`config.mk`:
```
export PLATFORM = sky130hd
export DESIGN_NAME = keyframe_track_interpolator_unit
export DESIGN_NICKNAME = d
export VERILOG_FILES = /design/src/rtl/kfi_pkg.sv /design/src/rtl/kfi_store.sv /design/src/rtl/kfi_sqdiv.sv /design/src/rtl/keyframe_track_interpolator_unit.sv
export SDC_FILE = /design/constraint.sdc
export NUM_CORES = 2
export LEC_CHECK = 0
export ABC_AREA = 1
export BUFFER_PORTS_ARGS = -buffer_cell sky130_fd_sc_hd__buf_2
export CAP_MARGIN = 20
export CELL_PAD_IN_SITES_DETAIL_PLACEMENT = 1
export CELL_PAD_IN_SITES_GLOBAL_PLACEMENT = 1
export CORE_ASPECT_RATIO = 0.8
export CORE_UTILIZATION = 35
export CTS_BUF_LIST = sky130_fd_sc_hd__clkbuf_16
export CTS_CLUSTER_DIAMETER = 120
export DETAILED_ROUTE_END_ITERATION = 8
export GPL_ROUTABILITY_DRIVEN = 1
export MAX_ROUTING_LAYER = met4
export PLACE_DENSITY = 0.6
export SYNTH_ARGS = -nofsm -noshare
export SYNTH_HDL_FRONTEND = slang
export SYNTH_SLANG_ARGS = --single-unit
```
`constraint.sdc`:
```
create_clock -name clk -period 6.2 [get_ports clk]
set_clock_uncertainty 0.05 [all_clocks]
set_input_delay 1.86 -clock clk [delete_from_list [all_inputs] [get_ports clk]]
set_output_delay 1.86 -clock clk [all_outputs]
set_load 0.05 [all_outputs]
```
`src/rtl/kfi_pkg.sv`:
```
`timescale 1ns / 1ps
`default_nettype none
package kfi_pkg;

  localparam int unsigned QW = 32;

  typedef enum logic [1:0] {
    REQ_CLEAR  = 2'd0,
    REQ_INSERT = 2'd1,
    REQ_EVAL   = 2'd2,
    REQ_NONE   = 2'd3
  } kfi_req_t;

  typedef enum logic [1:0] {
    STS_OK    = 2'd0,
    STS_EMPTY = 2'd1,
    STS_FULL  = 2'd2
  } kfi_status_t;

  typedef enum logic [3:0] {
    ST_IDLE,
    ST_INS_RD,
    ST_INS_CHK,
    ST_SH_RD,
    ST_SH_WR,
    ST_EV0_RD,
    ST_EV0_CHK,
    ST_EVL_RD,
    ST_EVL_CHK,
    ST_EV_RD,
    ST_EV_CHK,
    ST_DIV,
    ST_DONE
  } kfi_state_t;

  // handshake between sequencer and scaled divider
  typedef struct packed {
    logic            start;
    logic [QW-1:0]   m;
    logic [QW-1:0]   n;
    logic [QW-1:0]   s;
  } kfi_div_req_t;

  typedef struct packed {
    logic            done;
    logic [QW-1:0]   q;
  } kfi_div_rsp_t;

endpackage
`default_nettype wire

```
`src/rtl/kfi_store.sv`:
```
`timescale 1ns / 1ps
`default_nettype none
module kfi_store
  import kfi_pkg::*;
#(
  parameter int unsigned KEY_DEPTH = 16,
  localparam int unsigned AW = (KEY_DEPTH > 1) ? $clog2(KEY_DEPTH) : 1
) (
  input  wire logic                 clk,
  input  wire logic [AW-1:0]        rd_addr,
  output logic signed [QW-1:0]      rd_time,
  output logic signed [QW-1:0]      rd_value,
  input  wire logic                 wr_en,
  input  wire logic [AW-1:0]        wr_addr,
  input  wire logic signed [QW-1:0] wr_time,
  input  wire logic signed [QW-1:0] wr_value
);

  logic signed [QW-1:0] time_mem  [KEY_DEPTH];
  logic signed [QW-1:0] value_mem [KEY_DEPTH];

  // write one key pair
  always_ff @(posedge clk) begin
    if (wr_en) begin
      time_mem[wr_addr]  <= wr_time;
      value_mem[wr_addr] <= wr_value;
    end
  end

  // registered read
  always_ff @(posedge clk) begin
    rd_time  <= time_mem[rd_addr];
    rd_value <= value_mem[rd_addr];
  end

endmodule
`default_nettype wire

```
`src/rtl/kfi_sqdiv.sv`:
```
`timescale 1ns / 1ps
`default_nettype none
module kfi_sqdiv
  import kfi_pkg::*;
(
  input  wire logic          clk,
  input  wire logic          rst_n,
  input  wire kfi_div_req_t  req,
  output kfi_div_rsp_t       rsp
);

  localparam int unsigned CNTW = $clog2(QW);

  // floor(m * n / s) with n <= s, one bit of m per cycle, remainder kept below s
  logic [QW-1:0]          m_r, m_nxt;
  logic [QW-1:0]          n_r, n_nxt;
  logic [QW-1:0]          s_r, s_nxt;
  logic [QW-1:0]          r_r, r_nxt;
  logic [QW-1:0]          q_r, q_nxt;
  logic [CNTW-1:0]        cnt_r, cnt_nxt;
  logic                   busy_r, busy_nxt;
  logic                   done_r, done_nxt;

  logic [QW+2:0] acc;
  logic [QW+2:0] d1;
  logic [QW+2:0] d2;

  always_comb begin
    acc = {2'b00, r_r, 1'b0} + (m_r[QW-1] ? {3'b000, n_r} : '0);
    d1  = acc - {3'b000, s_r};
    d2  = acc - {2'b00, s_r, 1'b0};
    m_nxt    = m_r;
    n_nxt    = n_r;
    s_nxt    = s_r;
    r_nxt    = r_r;
    q_nxt    = q_r;
    cnt_nxt  = cnt_r;
    busy_nxt = busy_r;
    done_nxt = 1'b0;
    if (req.start) begin
      m_nxt    = req.m;
      n_nxt    = req.n;
      s_nxt    = req.s;
      r_nxt    = '0;
      q_nxt    = '0;
      cnt_nxt  = '0;
      busy_nxt = 1'b1;
    end else if (busy_r) begin
      // double, add n when the bit is set, then take off 2s or s when it fits
      m_nxt = {m_r[QW-2:0], 1'b0};
      if (!d2[QW+2]) begin
        r_nxt = d2[QW-1:0];
        q_nxt = {q_r[QW-2:0], 1'b0} + QW'(2);
      end else if (!d1[QW+2]) begin
        r_nxt = d1[QW-1:0];
        q_nxt = {q_r[QW-2:0], 1'b1};
      end else begin
        r_nxt = acc[QW-1:0];
        q_nxt = {q_r[QW-2:0], 1'b0};
      end
      cnt_nxt = cnt_r + 1'b1;
      if (cnt_r == CNTW'(QW - 1)) begin
        busy_nxt = 1'b0;
        done_nxt = 1'b1;
      end
    end
  end

  always_ff @(posedge clk) begin
    if (!rst_n) begin
      busy_r <= 1'b0;
      done_r <= 1'b0;
      cnt_r  <= '0;
    end else begin
      busy_r <= busy_nxt;
      done_r <= done_nxt;
      cnt_r  <= cnt_nxt;
    end
  end

  always_ff @(posedge clk) begin
    m_r <= m_nxt;
    n_r <= n_nxt;
    s_r <= s_nxt;
    r_r <= r_nxt;
    q_r <= q_nxt;
  end

  assign rsp.done = done_r;
  assign rsp.q    = q_r;

endmodule
`default_nettype wire

```
`src/rtl/keyframe_track_interpolator_unit.sv`:
```
`timescale 1ns / 1ps
`default_nettype none
// Channel  Direction  Handshake          Payload
// in       input      in_valid/in_stall  req_type, key_time, key_value, eval_time
// out      output     out_valid/out_stall result_value, status, key_count
// cfg      input      cfg_wr_en          cfg_wr_data (step_mode)
//
// One request at a time; clear, unknown, full insert and empty evaluate go straight to
// the output. Insert scans the keys and moves the later ones up through the one read
// port. Evaluate returns the first key's value at or before the first key, the last
// key's value at or after the last key, else interpolates between the bracketing pair
// in the divider, or returns the lower key's value in step mode.
// Synchronous active-low reset empties the track and clears step mode; a stalled
// output register holds the finished request and so the input.
module keyframe_track_interpolator_unit
  import kfi_pkg::*;
#(
  parameter int unsigned KEY_DEPTH = 16
) (
  input  wire logic              clk,
  input  wire logic              rst_n,
  input  wire logic              in_valid,
  output logic                   in_stall,
  input  wire logic [1:0]        in_req_type,
  input  wire logic signed [31:0] in_key_time,
  input  wire logic signed [31:0] in_key_value,
  input  wire logic signed [31:0] in_eval_time,
  output logic                   out_valid,
  input  wire logic              out_stall,
  output logic signed [31:0]     out_result_value,
  output logic [1:0]             out_status,
  output logic [4:0]             out_key_count,
  input  wire logic              cfg_wr_en,
  input  wire logic              cfg_wr_data
);

  localparam int unsigned AW = (KEY_DEPTH > 1) ? $clog2(KEY_DEPTH) : 1;
  localparam int unsigned CW = $clog2(KEY_DEPTH + 1);

  kfi_state_t state_r, state_nxt;
  logic [CW-1:0] count_r, count_nxt;
  logic [CW-1:0] idx_r, idx_nxt;
  logic [CW-1:0] j_r, j_nxt;
  logic          step_r;
  logic          ovalid_r, ovalid_nxt;

  logic signed [QW-1:0] kt_r, kt_nxt, kv_r, kv_nxt, et_r, et_nxt;
  logic signed [QW-1:0] pt_r, pt_nxt, pv_r, pv_nxt;
  logic signed [QW-1:0] res_r, res_nxt;
  kfi_status_t          sts_r, sts_nxt;
  logic                 neg_r, neg_nxt;
  logic signed [QW-1:0] ores_r, ores_nxt;
  kfi_status_t          osts_r, osts_nxt;
  logic [CW-1:0]        ocnt_r, ocnt_nxt;

  logic [AW-1:0]        rd_addr;
  logic signed [QW-1:0] rd_time, rd_value;
  logic                 wr_en;
  logic [AW-1:0]        wr_addr;
  logic signed [QW-1:0] wr_time, wr_value;

  kfi_div_req_t dreq;
  kfi_div_rsp_t drsp;

  logic signed [QW:0] span, num, diff, numc;
  logic [CW-1:0]      last;
  logic [31:0]        ocnt_ext;

  kfi_store #(.KEY_DEPTH(KEY_DEPTH)) u_store (
    .clk     (clk),
    .rd_addr (rd_addr),
    .rd_time (rd_time),
    .rd_value(rd_value),
    .wr_en   (wr_en),
    .wr_addr (wr_addr),
    .wr_time (wr_time),
    .wr_value(wr_value)
  );

  kfi_sqdiv u_div (
    .clk  (clk),
    .rst_n(rst_n),
    .req  (dreq),
    .rsp  (drsp)
  );

  // interval arithmetic on the bracketing pair
  always_comb begin
    last = count_r - 1'b1;
    span = {rd_time[QW-1], rd_time} - {pt_r[QW-1], pt_r};
    num  = {et_r[QW-1], et_r} - {pt_r[QW-1], pt_r};
    diff = {rd_value[QW-1], rd_value} - {pv_r[QW-1], pv_r};
    if (num[QW]) numc = '0;
    else if (num > span) numc = span;
    else numc = num;
  end

  // sequencer
  always_comb begin
    state_nxt  = state_r;
    count_nxt  = count_r;
    idx_nxt    = idx_r;
    j_nxt      = j_r;
    kt_nxt     = kt_r;
    kv_nxt     = kv_r;
    et_nxt     = et_r;
    pt_nxt     = pt_r;
    pv_nxt     = pv_r;
    res_nxt    = res_r;
    sts_nxt    = sts_r;
    neg_nxt    = neg_r;
    ovalid_nxt = ovalid_r && out_stall;
    ores_nxt   = ores_r;
    osts_nxt   = osts_r;
    ocnt_nxt   = ocnt_r;
    rd_addr    = idx_r[AW-1:0];
    wr_en      = 1'b0;
    wr_addr    = j_r[AW-1:0];
    wr_time    = rd_time;
    wr_value   = rd_value;
    dreq.start = 1'b0;
    dreq.m     = diff[QW] ? QW'(-diff) : diff[QW-1:0];
    dreq.n     = numc[QW-1:0];
    dreq.s     = span[QW-1:0];
    in_stall   = (state_r != ST_IDLE);

    case (state_r)
      ST_IDLE: begin
        if (in_valid) begin
          kt_nxt  = in_key_time;
          kv_nxt  = in_key_value;
          et_nxt  = in_eval_time;
          res_nxt = '0;
          sts_nxt = STS_OK;
          idx_nxt = '0;
          state_nxt = ST_DONE;
          case (kfi_req_t'(in_req_type))
            REQ_CLEAR: count_nxt = '0;
            REQ_INSERT: begin
              if (count_r >= CW'(KEY_DEPTH)) sts_nxt = STS_FULL;
              else state_nxt = ST_INS_RD;
            end
            REQ_EVAL: begin
              if (count_r == '0) sts_nxt = STS_EMPTY;
              else state_nxt = ST_EV0_RD;
            end
            default: ;
          endcase
        end
      end
      // find the slot after every key of time <= new time
      ST_INS_RD: begin
        if (idx_r == count_r) begin
          j_nxt     = count_r;
          state_nxt = ST_SH_RD;
        end else begin
          state_nxt = ST_INS_CHK;
        end
      end
      ST_INS_CHK: begin
        if (rd_time <= kt_r) begin
          idx_nxt   = idx_r + 1'b1;
          state_nxt = ST_INS_RD;
        end else begin
          j_nxt     = count_r;
          state_nxt = ST_SH_RD;
        end
      end
      // move later keys up by one, then drop the new key into its slot
      ST_SH_RD: begin
        if (j_r > idx_r) begin
          rd_addr   = AW'(j_r - 1'b1);
          state_nxt = ST_SH_WR;
        end else begin
          wr_en     = 1'b1;
          wr_addr   = idx_r[AW-1:0];
          wr_time   = kt_r;
          wr_value  = kv_r;
          count_nxt = count_r + 1'b1;
          state_nxt = ST_DONE;
        end
      end
      ST_SH_WR: begin
        wr_en     = 1'b1;
        j_nxt     = j_r - 1'b1;
        state_nxt = ST_SH_RD;
      end
      // before or at the first key
      ST_EV0_RD: begin
        rd_addr   = '0;
        state_nxt = ST_EV0_CHK;
      end
      ST_EV0_CHK: begin
        pt_nxt = rd_time;
        pv_nxt = rd_value;
        if (count_r == CW'(1) || et_r <= rd_time) begin
          res_nxt   = rd_value;
          state_nxt = ST_DONE;
        end else begin
          state_nxt = ST_EVL_RD;
        end
      end
      // at or after the last key
      ST_EVL_RD: begin
        rd_addr   = last[AW-1:0];
        state_nxt = ST_EVL_CHK;
      end
      ST_EVL_CHK: begin
        if (et_r >= rd_time) begin
          res_nxt   = rd_value;
          state_nxt = ST_DONE;
        end else begin
          idx_nxt   = CW'(1);
          state_nxt = ST_EV_RD;
        end
      end
      // walk to the first key not before the evaluation time
      ST_EV_RD: begin
        state_nxt = ST_EV_CHK;
      end
      ST_EV_CHK: begin
        if (rd_time < et_r && idx_r < last) begin
          pt_nxt    = rd_time;
          pv_nxt    = rd_value;
          idx_nxt   = idx_r + 1'b1;
          state_nxt = ST_EV_RD;
        end else if (step_r) begin
          res_nxt   = pv_r;
          state_nxt = ST_DONE;
        end else if (span[QW] || span == '0) begin
          res_nxt   = rd_value;
          state_nxt = ST_DONE;
        end else begin
          neg_nxt    = diff[QW];
          dreq.start = 1'b1;
          state_nxt  = ST_DIV;
        end
      end
      ST_DIV: begin
        if (drsp.done) begin
          res_nxt   = neg_r ? pv_r - drsp.q : pv_r + drsp.q;
          state_nxt = ST_DONE;
        end
      end
      // hand the result to the output register once it is free
      ST_DONE: begin
        if (!ovalid_r || !out_stall) begin
          ovalid_nxt = 1'b1;
          ores_nxt   = res_r;
          osts_nxt   = sts_r;
          ocnt_nxt   = count_r;
          state_nxt  = ST_IDLE;
        end
      end
      default: state_nxt = ST_IDLE;
    endcase
  end

  always_ff @(posedge clk) begin
    if (!rst_n) begin
      state_r  <= ST_IDLE;
      count_r  <= '0;
      step_r   <= 1'b0;
      ovalid_r <= 1'b0;
    end else begin
      state_r  <= state_nxt;
      count_r  <= count_nxt;
      ovalid_r <= ovalid_nxt;
      if (cfg_wr_en) step_r <= cfg_wr_data;
    end
  end

  always_ff @(posedge clk) begin
    idx_r  <= idx_nxt;
    j_r    <= j_nxt;
    kt_r   <= kt_nxt;
    kv_r   <= kv_nxt;
    et_r   <= et_nxt;
    pt_r   <= pt_nxt;
    pv_r   <= pv_nxt;
    res_r  <= res_nxt;
    sts_r  <= sts_nxt;
    neg_r  <= neg_nxt;
    ores_r <= ores_nxt;
    osts_r <= osts_nxt;
    ocnt_r <= ocnt_nxt;
  end

  assign ocnt_ext         = 32'(ocnt_r);
  assign out_valid        = ovalid_r;
  assign out_result_value = ores_r;
  assign out_status       = osts_r;
  assign out_key_count    = ocnt_ext[4:0];

endmodule
`default_nettype wire
```
After elaboration in Yosys (flattened, before gate mapping) --
Memories as Yosys holds them, arrays and structs flattened. A register that Yosys moved wholly into a read port is not among the register bits. Cells that the tools add are included.
Word-level totals: register bits after elaboration 422, bits in writable memories 1024, input bits 104, output and inout port bits 41, word-level logic and storage cells 189, memories 2
Cells by class: add/sub/neg operators 15, magnitude comparators 8, eq/ne operators 31, mux-type cells 74, bitwise logic cells 5, reductions and logical operators 29
Memories:
- u_store.time_mem | depth 16, width 32, read ports 1, clocked after Yosys merged registers in 1, wr ports 1, RTL line kfi_store.sv:19 | logic signed [QW-1:0] time_mem [KEY_DEPTH];
- u_store.value_mem | depth 16, width 32, read ports 1, clocked after Yosys merged registers in 1, wr ports 1, RTL line kfi_store.sv:20 | logic signed [QW-1:0] value_mem [KEY_DEPTH];
Operators by type and width (count):
- two-way mux 32 bit | 22
- one-hot mux 32 bit (5 select lines) | 1
- one-hot mux 32 bit (2 select lines) | 2
- subtractor 32 x 32 -> 33 bit | 3
- less-or-equal comparator 32 bit | 2
- one-hot mux 4 bit (13 select lines) | 1
- two-way mux 5 bit | 9
- two-way mux 4 bit | 10
- adder 33 x 35 -> 35 bit | 1
- subtractor 35 x 32 -> 35 bit | 1
- subtractor 35 x 33 -> 35 bit | 1
- > comparator 33 bit | 1
- zero test 33 bit | 1
- adder 32 x 2 -> 32 bit, second input constant | 1
- adder 32 bit | 1
- >= comparator 32 bit | 1
- < comparator 32 bit | 1
- negator 32 bit | 1
- subtractor 32 bit | 1
- != test 2 bit, second input constant | 11
- == test 4 bit, second input constant | 5
- one-hot mux 5 bit (4 select lines) | 1
- == test 4 x 3 -> 1 bit, second input constant | 4
- two-way mux 1 bit | 16
- other kinds (40) | 64

Logic depth before layout (Yosys ltp) --
word-level depth 8, depth in mapped cells 34

By module --
Synthesis repeated with hierarchy kept, for this count alone.
Second synthesis, totals: cell total of the unflattened synthesis 9516, area total of the unflattened synthesis 82228.9 µm²
By module, submodules not included:
- kfi_store | instances 1, cells an instance 4212, area each 45144.5 µm²
- keyframe_track_interpolator_unit | instances 1, cells an instance 3207, area each 23107.2 µm²
- kfi_sqdiv | instances 1, cells an instance 2097, area each 13977.2 µm²

Worst setup path before layout --
OpenSTA, ideal clock, no wires.
kind input -> register, start input port in_valid, end register et_r[0], enable pin, library setup time 0.556 ns, data arrival time 5.945 ns, data required time 5.594 ns, setup slack -0.351 ns, stages 2, buffers on the path 0, path through inv_1 -> nor2_1
On the way: word-level cells in the longest chain between the ends 1
RTL lines:
- from (decl) | RTL line keyframe_track_interpolator_unit.sv:22 | input wire logic in_valid,
- AND reduction 2 bit (no line)
- to (signal assigned) | RTL line keyframe_track_interpolator_unit.sv:278 | et_r <= et_nxt;
- to (decl) | RTL line keyframe_track_interpolator_unit.sv:47 | logic signed [QW-1:0] kt_r, kt_nxt, kv_r, kv_nxt, et_r, et_nxt;
Every way passes these cells. A chain may end at the register's enable or synchronous reset.

Final worst setup path --
start register u_div.m_r[31], end register u_div.r_r[27]
On the way: word-level cells in the longest chain between the ends 5, elaborated cells between the ends (all ways) 6
RTL lines:
- from (decl) | RTL line kfi_sqdiv.sv:15 | logic [QW-1:0] m_r, m_nxt;
- from (signal assigned) | RTL line kfi_sqdiv.sv:82 | m_r <= m_nxt;
- two-way mux 32 bit (*) | RTL line kfi_sqdiv.sv:29 | acc = {2'b00, r_r, 1'b0} + (m_r[QW-1] ? {3'b000, n_r} : '0);
- adder 33 x 35 -> 35 bit (*) | RTL line kfi_sqdiv.sv:29
- subtractor 35 x 32 -> 35 bit | RTL line kfi_sqdiv.sv:30 | d1 = acc - {3'b000, s_r};
- two-way mux 32 bit | RTL line kfi_sqdiv.sv:54 | end else if (!d1[QW+2]) begin
- two-way mux 32 bit (*) | RTL line kfi_sqdiv.sv:51 | if (!d2[QW+2]) begin
- to (signal assigned) | RTL line kfi_sqdiv.sv:85 | r_r <= r_nxt;
- to (decl) | RTL line kfi_sqdiv.sv:18 | logic [QW-1:0] r_r, r_nxt;
Every way passes the cells marked *; elsewhere a longest branch is shown, timed or not.

==> summary.txt <==
Routing
  – Avg WL per Cell: 24.11 microns
  – DRC violations left: 0
  – Total number of vias: between 60k and 70k
  – Via density: 5.329
  – Post-DRT Antenna Nets: 0
  – Total wire length: 279700 microns
  – First DRT Iteration DRCs: 5101
  – DR pass1 iterations: 5

Synth
  – Ys async rst share: 0
  – Dominant cell type by area after synthesis: edfxtp_1
  – Synth unique cells: 64
  – Post-synth top flop: edfxtp_1
  – Synth Net Count: 8798
  – Ys Warns: 0
  – Count leader, synth: nand2_1
  – EDFF count, synth: ~1.4k
  – Syn Std Cell Area: roughly 0.079 sq mm
  – FF+latch count, synth: about 1.5k
  – Dominant cells by area after synthesis: edfxtp_1 (52%), nand2_1 (7.2%), a21oi_1 (5.5%)
  – Most instantiated cells after synthesis: nand2_1 (1529), edfxtp_1 (1364), inv_1 (1119), a21oi_1 (873), o21ai_0 (748)
  – Gate Count Post-Synth: 8344
  – Post-synth top area share: 0.5172
  – Mapped Avg Cell Area: 9.491 sq um
  – Sequential element share of the synthesized area: 0.5541

Setup path
  – Max incr delay on CP: 600 ps
  – Critical Path End: u_div.r_r[27]
  – CP Capture Type: flop
  – Worst path depth: 28
  – Critical path launch point type: flop
  – Buffers & Inverters on Critical Path: 4
  – Max stage delay cell, worst path: edfxtp_1
  – Crit path max fanout: 15
  – Delay-heaviest family, CP: simple AND/OR/NAND/NOR gates
  – Kind of critical path: reg2reg
  – Reg-to-Reg Start: u_div.m_r[31]
  – R2R Setup Slk: 490 ps
  – Critical Path RT: 6920 ps
  – Most used cell, CP: nand2_1
  – Critical path arrival: between 6000 and 7000 ps
  – FF-to-FF path depth: 28
  – Reg2reg end: u_div.r_r[27]
  – Crit. Startpoint: u_div.m_r[31]

Min path
  – Cells on Worst Hold Path: 0
  – HP Class: reg2reg

Clocking
  – CTS HTree Levels: 4
  – Clk_lat worst skew: ~840 ps
  – Root buf cell: clkbuf_16
  – Setup bufs post-CTS: 0
  – TritonCTS Sinks: 1510
  – CTS Buffer Depth: 3
  – Hold_buf cts: 0
  – Cts bufs inserted: 164
  – PostCTS Resize Cnt: 1
  – CTS clock-pin slew for the worst setup and hold paths: 70 ps
  – CTS tree: built

Power
  – Flop pwr share: 0.293
  – Comb pwr share: 0.528
  – Sw frac: 0.4807
  – Power Internal: 27.30 mW
  – LEAKAGE: 36.06 nW
  – Power per cell area: 589.0 mW/mm^2
  – Max VDD drop: ~0.00037 V
  – Switching pwr: 25.27 mW
  – Clock power share: 0.180

Global route
  – Initial antenna violation count: 13
  – Vias in the first global route: 62.78k
  – Pin count of the biggest net entering global routing: about 140
  – Overall routing resource usage: 0.2502
  – First-pass GRT wire length: 416100 microns
  – Grt total ovfl: 0

Placement
  – HPWL after DPL: 190300 microns
  – IO Port Bufs: between 100 and 150
  – GP Congestion: 0.9373

Timing
  – Tmin final: 5708 ps
  – Slew margin rel.: 0.2702
  – Period utilisation layout: 0.9206
  – Slew @ Worst Pin: 1092 ps
  – F_max: 175.2 MHz
  – Final Max Slew Viols: 0
  – Final Hold Vio Count: 0
  – WHS: 368.4 ps
  – RSZ-0062 raised after global routing: no
  – Setup TNS: 0 ps
  – # setup viols final: 0

Floorplan
  – Vert. Die Dim: 427.4 microns
  – Core Area: 0.2240 sq mm
  – Die area: roughly 0.23 sq mm
  – Row cnt: 155
  – DIE WIDTH: ~530 microns
  – Starting Density: 0.3535
  – Ports: 145

Finish
  – FILL cells: 25.39k
  – P&R area growth vs syn: 12.70%
  – Fin nets: 8931
  – Layout cells sized above 1: 0.08206

Job
  – Max_cap viols: 0

Run status
  – Status: completed
-- registers in the layout (all words and copies together), names as in the netlist, 5 cells and up --
register,count
u_store.time_mem,512
u_store.value_mem,512
et_r,32
kt_r,32
kv_r,32
out_result_value,32
pt_r,32
pv_r,32
res_r,32
u_div.m_r,32
u_div.n_r,32
u_div.q_r,32
u_div.r_r,32
u_div.s_r,32
u_store.rd_time,32
u_store.rd_value,32
count_r,5
idx_r,5
j_r,5
out_key_count,5
u_div.cnt_r,5
-- routing by layer --
layer	track usage	up-vias	share of wire
met1	0.3654	30960	0.50
met3	0.02564	317	0.042
met4	0.05707	0	0.021
met5	-	-	0
met2	0.3723	1290	0.43
li1	-	29260	-
-- worst min path at each step --
stage / to / from
after floorplan: out_result_value[0] / res_r[0]
after global placement: out_result_value[30] / res_r[30]
after detailed placement: out_result_value[20] / res_r[20]
after CTS: out_result_value[20] / res_r[20]
after global routing: out_result_value[15] / res_r[15]
final: out_result_value[20] / res_r[20]
-- worst register-to-register path: cells and delay by family (launching register included) --
family | cells | cell delay [ps]
buf+inv | 4 | 400
compound gates | 3 | 640
xor+xnor | 2 | 520
fa+ha+maj | 3 | 1030
simple gates | 16 | 2420
flops | 1 | 600
-- cell type report --
cell class | instances | area (sq um) | area share
multi-input combinational | 5321 | 29650 | 0.3323
tap | 2983 | 3732 | 0.04182
clock inverter | 139 | 972.2 | 0.01089
timing repair buffer | 304 | 2401 | 0.02690
clock buffer | 166 | 4154 | 0.04655
inverter | 1176 | 4442 | 0.04977
sequential | 1510 | 43880 | 0.4917
antenna | 3 | 7.507 | 0.00008412
-- layout by cell type (no fill, tap or decap), drive strengths merged, types with 164 or more instances in the layout --
master	count
nand2	1541
edfxtp	1364
inv	1234
a21oi	876
o21ai	784
nor2	414
nand3	406
ha	343
o211ai	318
buf	304
clkbuf	166
xor2	164
-- power groups by stage --
stage | sequential [mW] | clock [mW] | combinational [mW]
5_1_grt | 15.5 | 10.0 | 30.8
3_3_place_gp | 15.6 | 0 | 27.0
2_1_floorplan | 14.9 | 0 | 18.1
6_report | 15.4 | 9.44 | 27.7
3_5_place_dp | 15.6 | 0 | 27.5
4_1_cts | 15.4 | 9.66 | 27.7
-- kinds of logic after synthesis --
group           share of synthesized area
compound gates                     0.1521
xor+xnor                          0.02233
fa+ha+maj                         0.05596
buf+inv                           0.07409
flops                              0.5541
simple gates                       0.1414
-- stage by stage --
step	utilization	cells	cell area [sq um]	setup slack (ps)	power, mW
finish	0.3984	11600	89240	492.0	52.57
global route	0.3984	11600	89240	22.27	56.31
global placement	0.3753	11290	84060	-321.2	42.59
detailed placement	0.3753	11290	84080	-282.0	43.12
floorplan	-	8344	79190	915.0	32.93
CTS	0.3983	11600	89210	18.44	52.74
Note: power is estimated with default switching activity, not from simulation.
